## src/rtl/core/tilt_balance_pid_controller_core_assert.svh

```systemverilog
// Assertion macros shared by the tilt balance controller RTL.
`ifndef TILT_BALANCE_PID_CONTROLLER_CORE_ASSERT_SVH
`define TILT_BALANCE_PID_CONTROLLER_CORE_ASSERT_SVH
`ifndef ASSERT_OFF
`define TBP_ASSERT_ALWAYS(lbl, clk, rst_n, expr, msg) \
	lbl: assert property (@(posedge clk) disable iff (!rst_n) (expr)) else $error(msg);
`define TBP_ASSERT_NEXT(lbl, clk, rst_n, ante, cons, msg) \
	lbl: assert property (@(posedge clk) disable iff (!rst_n) (ante) |=> (cons)) else $error(msg);
`else
`define TBP_ASSERT_ALWAYS(lbl, clk, rst_n, expr, msg)
`define TBP_ASSERT_NEXT(lbl, clk, rst_n, ante, cons, msg)
`endif
`endif

```

## src/rtl/core/tbp_pkg.sv

```systemverilog
// Types, constants and tables of the tilt balance controller.
`default_nettype none
package tbp_pkg;
	localparam int OP_W = 5;
	localparam logic [OP_W-1:0] OP_IDLE  = 5'd0;
	localparam logic [OP_W-1:0] OP_PRE   = 5'd1;
	localparam logic [OP_W-1:0] OP_CORD  = 5'd2;
	localparam logic [OP_W-1:0] OP_ACC   = 5'd3;
	localparam logic [OP_W-1:0] OP_SDIV  = 5'd4;
	localparam logic [OP_W-1:0] OP_SWAIT = 5'd5;
	localparam logic [OP_W-1:0] OP_STEP  = 5'd6;
	localparam logic [OP_W-1:0] OP_FDIV  = 5'd7;
	localparam logic [OP_W-1:0] OP_FWAIT = 5'd8;
	localparam logic [OP_W-1:0] OP_TILT  = 5'd9;
	localparam logic [OP_W-1:0] OP_ERR   = 5'd10;
	localparam logic [OP_W-1:0] OP_M1    = 5'd11;
	localparam logic [OP_W-1:0] OP_M2    = 5'd12;
	localparam logic [OP_W-1:0] OP_M3    = 5'd13;
	localparam logic [OP_W-1:0] OP_M4    = 5'd14;
	localparam logic [OP_W-1:0] OP_M5    = 5'd15;
	localparam logic [OP_W-1:0] OP_M6    = 5'd16;
	localparam logic [OP_W-1:0] OP_M7    = 5'd17;
	localparam logic [OP_W-1:0] OP_M8    = 5'd18;
	localparam logic [OP_W-1:0] OP_DDIV  = 5'd19;
	localparam logic [OP_W-1:0] OP_DWAIT = 5'd20;
	localparam logic [OP_W-1:0] OP_FIN   = 5'd21;

	localparam int ITER_W = 5;

	localparam logic [1:0] CFG_GAIN_PROP   = 2'd0;
	localparam logic [1:0] CFG_GAIN_INTEG  = 2'd1;
	localparam logic [1:0] CFG_GAIN_DERIV  = 2'd2;
	localparam logic [1:0] CFG_TARGET_TILT = 2'd3;

	localparam logic [1:0] DIR_STOP = 2'd0;
	localparam logic [1:0] DIR_FWD  = 2'd1;
	localparam logic [1:0] DIR_BACK = 2'd2;

	localparam int TILT_LIM  = 46080;
	localparam int SUM_LIM   = 25600000;
	localparam int RANGE_LIM = 7680;
	localparam int STOP_LEVEL = 10;
	localparam logic [7:0] SPEED_MAX = 8'd255;
	localparam int K_MILLI = 1000;
	localparam int K_MEGA  = 1000000;
	localparam logic signed [25:0] Z_QUARTER = 26'sd5898240;

	// divider: drive quotient bits, rounding offsets, reciprocals of the fixed divisors
	localparam int DV_W = 56;
	localparam int QW   = 19;
	localparam int DRV_QBITS  = 8;
	localparam int RCP_CYCLES = 2;
	localparam logic [DV_W-1:0] STEP_HALF = 56'd65500;
	localparam logic [DV_W-1:0] FILT_HALF = 56'd25;
	localparam int STEP_RSH = 34;
	localparam int FILT_RSH = 23;
	localparam logic [17:0] STEP_DIV = 18'd131000;
	localparam logic [17:0] FILT_DIV = 18'd50;
	localparam logic [17:0] STEP_RCP = 18'((64'd1 << STEP_RSH) / 64'd131000);
	localparam logic [17:0] FILT_RCP = 18'((64'd1 << FILT_RSH) / 64'd50);

	typedef struct packed {
		logic [OP_W-1:0]   op;
		logic [ITER_W-1:0] iter;
	} tbp_cmd_t;

	typedef struct packed {
		logic div_done;
		logic out_busy;
	} tbp_stat_t;

	// arctangent of 2^-i in 1/65536 degree
	function automatic logic [21:0] atan_entry(input logic [ITER_W-1:0] i);
		logic [21:0] v;
		unique case (i)
			5'd0:  v = 22'd2949120;
			5'd1:  v = 22'd1740967;
			5'd2:  v = 22'd919879;
			5'd3:  v = 22'd466945;
			5'd4:  v = 22'd234379;
			5'd5:  v = 22'd117304;
			5'd6:  v = 22'd58666;
			5'd7:  v = 22'd29335;
			5'd8:  v = 22'd14668;
			5'd9:  v = 22'd7334;
			5'd10: v = 22'd3667;
			5'd11: v = 22'd1833;
			5'd12: v = 22'd917;
			5'd13: v = 22'd458;
			5'd14: v = 22'd229;
			5'd15: v = 22'd115;
			5'd16: v = 22'd57;
			5'd17: v = 22'd29;
			5'd18: v = 22'd14;
			5'd19: v = 22'd7;
			5'd20: v = 22'd4;
			5'd21: v = 22'd2;
			5'd22: v = 22'd1;
			default: v = 22'd0;
		endcase
		return v;
	endfunction
endpackage
`default_nettype wire

```

## src/rtl/core/tbp_ctrl.sv

```systemverilog
// Sequencer of the tilt balance controller.
`default_nettype none
`include "tilt_balance_pid_controller_core_assert.svh"
module tbp_ctrl #(
	parameter int ATAN_ITERATIONS = 16
) (
	input  logic             clk,
	input  logic             arst_n,
	input  logic             in_valid,
	input  tbp_pkg::tbp_stat_t stat,
	output tbp_pkg::tbp_cmd_t  cmd
);
	import tbp_pkg::*;

	localparam logic [ITER_W-1:0] ITER_LAST = ITER_W'(ATAN_ITERATIONS - 1);

	logic [OP_W-1:0]   state_q, state_d;
	logic [ITER_W-1:0] iter_q, iter_d;

	always_comb begin
		state_d = state_q;
		iter_d  = iter_q;
		unique case (state_q)
			OP_IDLE: if (in_valid) state_d = OP_PRE;
			OP_PRE: begin
				state_d = OP_CORD;
				iter_d  = '0;
			end
			OP_CORD: begin
				if (iter_q == ITER_LAST) state_d = OP_ACC;
				else iter_d = iter_q + 1'b1;
			end
			OP_ACC:   state_d = OP_SDIV;
			OP_SDIV:  state_d = OP_SWAIT;
			OP_SWAIT: if (stat.div_done) state_d = OP_STEP;
			OP_STEP:  state_d = OP_FDIV;
			OP_FDIV:  state_d = OP_FWAIT;
			OP_FWAIT: if (stat.div_done) state_d = OP_TILT;
			OP_TILT:  state_d = OP_ERR;
			OP_ERR:   state_d = OP_M1;
			OP_M1:    state_d = OP_M2;
			OP_M2:    state_d = OP_M3;
			OP_M3:    state_d = OP_M4;
			OP_M4:    state_d = OP_M5;
			OP_M5:    state_d = OP_M6;
			OP_M6:    state_d = OP_M7;
			OP_M7:    state_d = OP_M8;
			OP_M8:    state_d = OP_DDIV;
			OP_DDIV:  state_d = OP_DWAIT;
			OP_DWAIT: if (stat.div_done) state_d = OP_FIN;
			OP_FIN:   if (!stat.out_busy) state_d = OP_IDLE;
			default:  state_d = OP_IDLE;
		endcase
	end

	always_ff @(posedge clk or negedge arst_n) begin
		if (!arst_n) begin
			state_q <= OP_IDLE;
			iter_q  <= '0;
		end else begin
			state_q <= state_d;
			iter_q  <= iter_d;
		end
	end

	assign cmd.op   = state_q;
	assign cmd.iter = iter_q;

	`TBP_ASSERT_NEXT(a_cord_len, clk, arst_n, state_q == OP_CORD && iter_q != ITER_LAST, state_q == OP_CORD, "cordic left early")
	`TBP_ASSERT_NEXT(a_fin_hold, clk, arst_n, state_q == OP_FIN && stat.out_busy, state_q == OP_FIN, "result overwritten")
	`TBP_ASSERT_NEXT(a_div_wait, clk, arst_n, (state_q == OP_SWAIT || state_q == OP_FWAIT || state_q == OP_DWAIT) && !stat.div_done, state_q == $past(state_q), "divider not finished")
endmodule
`default_nettype wire

```

## config.mk

```make
export PLATFORM = sky130hd
export DESIGN_NAME = tbp_ctrl
export DESIGN_NICKNAME = d
export VERILOG_FILES = /design/src/rtl/core/tbp_pkg.sv /design/src/rtl/core/tbp_ctrl.sv
export VERILOG_INCLUDE_DIRS = /design/src /design/src/rtl/core
export SDC_FILE = /design/constraint.sdc
export NUM_CORES = 1
export LEC_CHECK = 0
export BUFFER_PORTS_ARGS = -buffer_cell sky130_fd_sc_hd__buf_2
export CAP_MARGIN = 25
export CORE_MARGIN = 5
export CORE_UTILIZATION = 51
export DETAILED_ROUTE_END_ITERATION = 10
export GPL_ROUTABILITY_DRIVEN = 0
export GPL_TIMING_DRIVEN = 1
export PLACE_DENSITY = 0.76
export SYNTH_ARGS = -nofsm -noshare
export SYNTH_HDL_FRONTEND = slang
export SYNTH_SLANG_ARGS = --single-unit
```

## constraint.sdc

```tcl
create_clock -name clk -period 2.5 [get_ports clk]
set_clock_uncertainty 0.1 [all_clocks]
set_input_delay 0.25 -clock clk [delete_from_list [all_inputs] [get_ports clk]]
set_output_delay 0.25 -clock clk [all_outputs]
set_load 0.03 [all_outputs]
```

## Word level (Yosys, flattened, before mapping)

Cells that the tools add are included.

| operators by class | value |
|---|---|
| bitwise operators | 0 |
| eq/ne operators | 29 |
| $mul | 0 |
| reductions and logical operators | 4 |
| order comparisons | 0 |
| divide/modulo/power cells | 0 |
| multiplexer cells | 9 |
| shifts and indexed selects | 0 |
| add/sub/neg operators | 1 |

Operators with widths:

| cell | number |
|---|---|
| case mux 5 bit (22 select lines) | 1 |
| equality test 5 x 4 -> 1 bit, second input constant | 9 |
| 2-to-1 mux 5 bit | 7 |
| equality test 5 bit, second input constant | 6 |
| equality test 5 x 3 -> 1 bit, second input constant | 4 |
| inequality test 2 bit, second input constant | 7 |
| equality test 5 x 2 -> 1 bit, second input constant | 2 |
| case mux 5 bit (2 select lines) | 1 |
| AND reduction 6 bit | 1 |
| adder 5 x 1 -> 5 bit, second input constant | 1 |
| equality test 5 x 1 -> 1 bit, second input constant | 1 |
| logical NOT 5 bit | 1 |
| AND reduction 2 bit | 1 |
| nonzero test 2 bit | 1 |

| storage, ports and cells | value |
|---|---|
| register bits after elaboration | 10 |
| latch bits | 0 |
| memories kept | 0 |
| RAM bits | 0 |
| output and inout port bits | 10 |
| logic and storage cells | 45 |
| ROM bits | 0 |

## Longest topological paths before layout

| depth | value |
|---|---|
| word-level depth | 3 |
| depth in mapped cells | 7 |

## Worst setup path after synthesis

No wires, ideal clock.

| path | value |
|---|---|
| kind | flip-flop to flip-flop |
| start | reg iter_q[0] |
| end | reg iter_q[3] |
| setup slack | 567 ps |
| clock period less this slack | 1933 ps |
| arrival time | 1710 ps |
| cell stages (with the launch flop) | 8 |
| path through | dfrtp_1 > ha_1 > and3_1 > ha_1 > nand4b_1 > o21ai_0 > nand2_1 > o2bb2ai_1 |

| on the way | value |
|---|---|
| longest elaborated chain between the ends | 3 |
| elaborated cells between the ends (all ways) | 6 |
| classes of those cells | add/sub (1); eq/ne (2); mux (2); reduce/logical (1) |

Ends and longest elaborated chain:

| element | line | source |
|---|---|---|
| from (decl) | tbp_ctrl.sv:18 | `logic [ITER_W-1:0] iter_q, iter_d;` |
| from (signal assigned) | tbp_ctrl.sv:62 | `iter_q <= iter_d;` |
| adder 5 x 1 -> 5 bit / equality test 5 x 4 -> 1 bit (equally long branches) | tbp_ctrl.sv:31, tbp_ctrl.sv:30 |  |
| 2-to-1 mux 5 bit / inequality test 2 bit (equally long branches) | -- |  |
| case mux 5 bit (2 select lines) / AND reduction 2 bit (equally long branches) | -- |  |

Parallel ways exist; a longest one is shown, timed or not. The select of a mux whose other input is x is not followed.
A chain may end at the register's enable or synchronous reset.

## Worst setup path in the final report

Same ends and word-level chain as after synthesis.

==> flow_summary.toml <==
[sta]
rsz0062_at_grt = "false"
setup_tns_ps = 0
post-route-min-period_ps = 1910
layout_setup_ws_ps = 585
finalCritPeriodShare = 0.766
fmax_mhz = 522
slew_headroom = 0.560
setup_violations = 0
worst_slew_pin_slew_ps = 660
fin_hold_ws_ps = 267
finalMaxSlewViolations = 0
hold_violations = 0

[pwr]
seq_power_share = 0.357
p_sw_uw = 600
max-vdd-ir-drop_mv = 0.772
p_int_uw = 573
leakage_uw = 0.000354
clkPwrFrac = 0.122
p_sw_frac = 0.512
pwr-share-comb = 0.521
power_density_mw_per_mm2 = 1510

[setup_path]
cp-end-kind = "register"
cp.arrival_ps = 1950
worstPathCellList = "ha_1 > and3_1 > ha_1 > nand4b_1 > o21ai_0 > nand2_1 > o2bb2ai_1"
crit_fanout = 6
crit_type = "register to register"
setup.worst_path.start_class = "register"
slowest_delay_ps = 440
cpMostUsedCell = "ha_1"
crit_family = "adder cells"
crit_slowest_cell = "dfrtp_1"
required_ps = 2530
cp_num_buf_inv = 0

[logic_synthesis]
synth_top_area_share = 0.364
synthCells = 78
synth_seq_area_share = 0.364
synth-compound-area-share = 0.273
synth.largest_area_cell = "dfrtp_1"
yosys.area_share.simple = 0.213
synth_fa_ha_area_frac = 0.0364
synth-xor-area-share = 0.0127
yosysWarningCount = 0
synth.distinct_cells = 37
ys_top_cells_by_area = "dfrtp_1, a21oi_1, a31oi_1"
syn_area_sq_um = 688
synth_top_family_by_area = "compound AO/OA/AOI/OAI gates"
synthMuxAreaShare = 0
synth-seq-cells = 10
synth_nets = 85
syn_avg_cell_area_sq_um = 8.82

[route]
wl_um = 1400
vias = 603
ant_nets = 0
vias_per_cell = 5.69
drtIter0Drc = 14
wl_per_cell_um = 13.2
drc_errors = 0
first_pass_iters = 4

[die]
pin_count = 15
die-area_sq_mm = 0.00218
chipWidth_um = 46.7
core_sq_mm = 0.00128
start_util = 0.536
die_y_um = 46.7
rows = 13

[layout]
drive_gt1_frac = 0.242
final_util = 0.604
nets = 99
insertedDiodeCount = 0
fillers = 113
final_area_sq_um = 776
syn_to_final_growth_pct = 12.7

[placement]
hpwl_um = 1020
place_area_sq_um = 729
pre_cts_ws_ps = 604
port_buffers = 14

[clocking]
cts_setup_buffers = 0
htree_levels = 1
ctsHoldBuffers = 1
cts_buffers = 3
ctsResizeCount = 0
cts.clk_slew.worst_paths_ps = 60
clockRootBuffer = "clkbuf_4"
cts_tree = "yes"
cts_sinks = 10
clk_latency_ps = 270
clock_path_buffers = 2

[hold_path]
hold_class = "primary input to asynchronous set/reset pin"

[global_route]
grt_antenna_before_repair = 0
grtUsageTotal = 0.151
grt_first_pass_wirelength_um = 2280
overflow = 0
grt_max_degree = 25
first_global_vias = 514

[run_status]
status = "completed"

[flow_run]
maxCapViolCount = 0
## layout make-up
class                      instances  area (sq um)  share of cell area
clock buffer                       4          36.3              0.0468
tap                               15          18.8              0.0242
sequential                        10           250               0.323
timing repair buffer              15          80.1               0.103
inverter                           6          22.5              0.0290
multi-input combinational         56           368               0.474
## cell usage in the layout (no fill, tap or decap), types with 2 or more instances in the layout
| cell | instances |
|---|---|
| inv_1 | 6 |
| ha_1 | 2 |
| o22ai_1 | 2 |
| a21oi_1 | 6 |
| nor3_1 | 3 |
| a31oi_1 | 4 |
| nor3b_1 | 2 |
| nand2_1 | 5 |
| nor2b_1 | 2 |
| clkbuf_4 | 3 |
| buf_2 | 14 |
| o31ai_1 | 2 |
| nor2_1 | 5 |
| dfrtp_1 | 10 |
| o21ai_0 | 3 |
## synthesized netlist by cell type, drive strengths merged
master	instances
a311o	1
a31oi	4
o22ai	2
buf	5
inv	6
o21ai	4
nand3b	1
nor2	5
or2	1
a211o	2
or3	1
a22oi	1
o211ai	1
ha	2
nor2b	2
o31ai	2
clkbuf	1
nand3	1
nor4b	1
o32ai	1
a21oi	6
a211oi	1
xnor2	1
nor3	3
nor3b	3
o21a	1
and3	1
o2bb2ai	1
nand2	5
nand4b	1
a22o	1
dfrtp	10
## final timing paths
check	from	end	slack, ps	cells past startpoint
setup / recovery	iter_q[0]$_DFFE_PN0P_	iter_q[3]$_DFFE_PN0P_	590	7
hold reg to reg	iter_q[4]$_DFFE_PN0P_	iter_q[4]$_DFFE_PN0P_	450	1
min in group clk	stat[0]	state_q[2]$_DFFE_PN0P_	290	4
max in group asynchronous	arst_n	state_q[4]$_DFFE_PN0P_	1850	2
hold / removal	arst_n	iter_q[1]$_DFFE_PN0P_	270	2
setup reg to reg	iter_q[0]$_DFFE_PN0P_	iter_q[3]$_DFFE_PN0P_	590	7
## power groups by stage
stage	registers, uW	logic (uW)	clock network [uW]
3_3_place_gp	413	607	0
3_5_place_dp	417	618	0
4_1_cts	413	621	147
5_1_grt	440	681	156
6_report	419	612	143
2_1_floorplan	454	467	0
## sequential cells by signal, indices dropped and copies added (netlist names)
name     cells
iter_q       5
state_q      5
## per-stage QoR
| step | instances | total power [uW] |
|---|---|---|
| after floorplan | 78 | 921 |
| after global placement | 101 | 1020 |
| after detailed placement | 101 | 1030 |
| after CTS | 106 | 1180 |
| after global routing | 106 | 1280 |
| final | 106 | 1170 |
## logic make-up after synthesis
logic type | count (synthesis)
buf+inv | 12
compound gates | 28
simple gates | 25
xor+xnor | 1
fa+ha+maj | 2
flops | 10
## layer usage
| metal | part of all wire | vias up | global-route usage |
|---|---|---|---|
| met2 | 0.45 | 11 | 0.220 |
| met3 | 0.058 | 4 | 0.0575 |
| met1 | 0.48 | 273 | 0.199 |
| met5 | 0 | - | 0 |
| met4 | 0.015 | 0 | 0.0663 |
| li1 | - | 315 | - |
(Power assumes the default switching activity.)
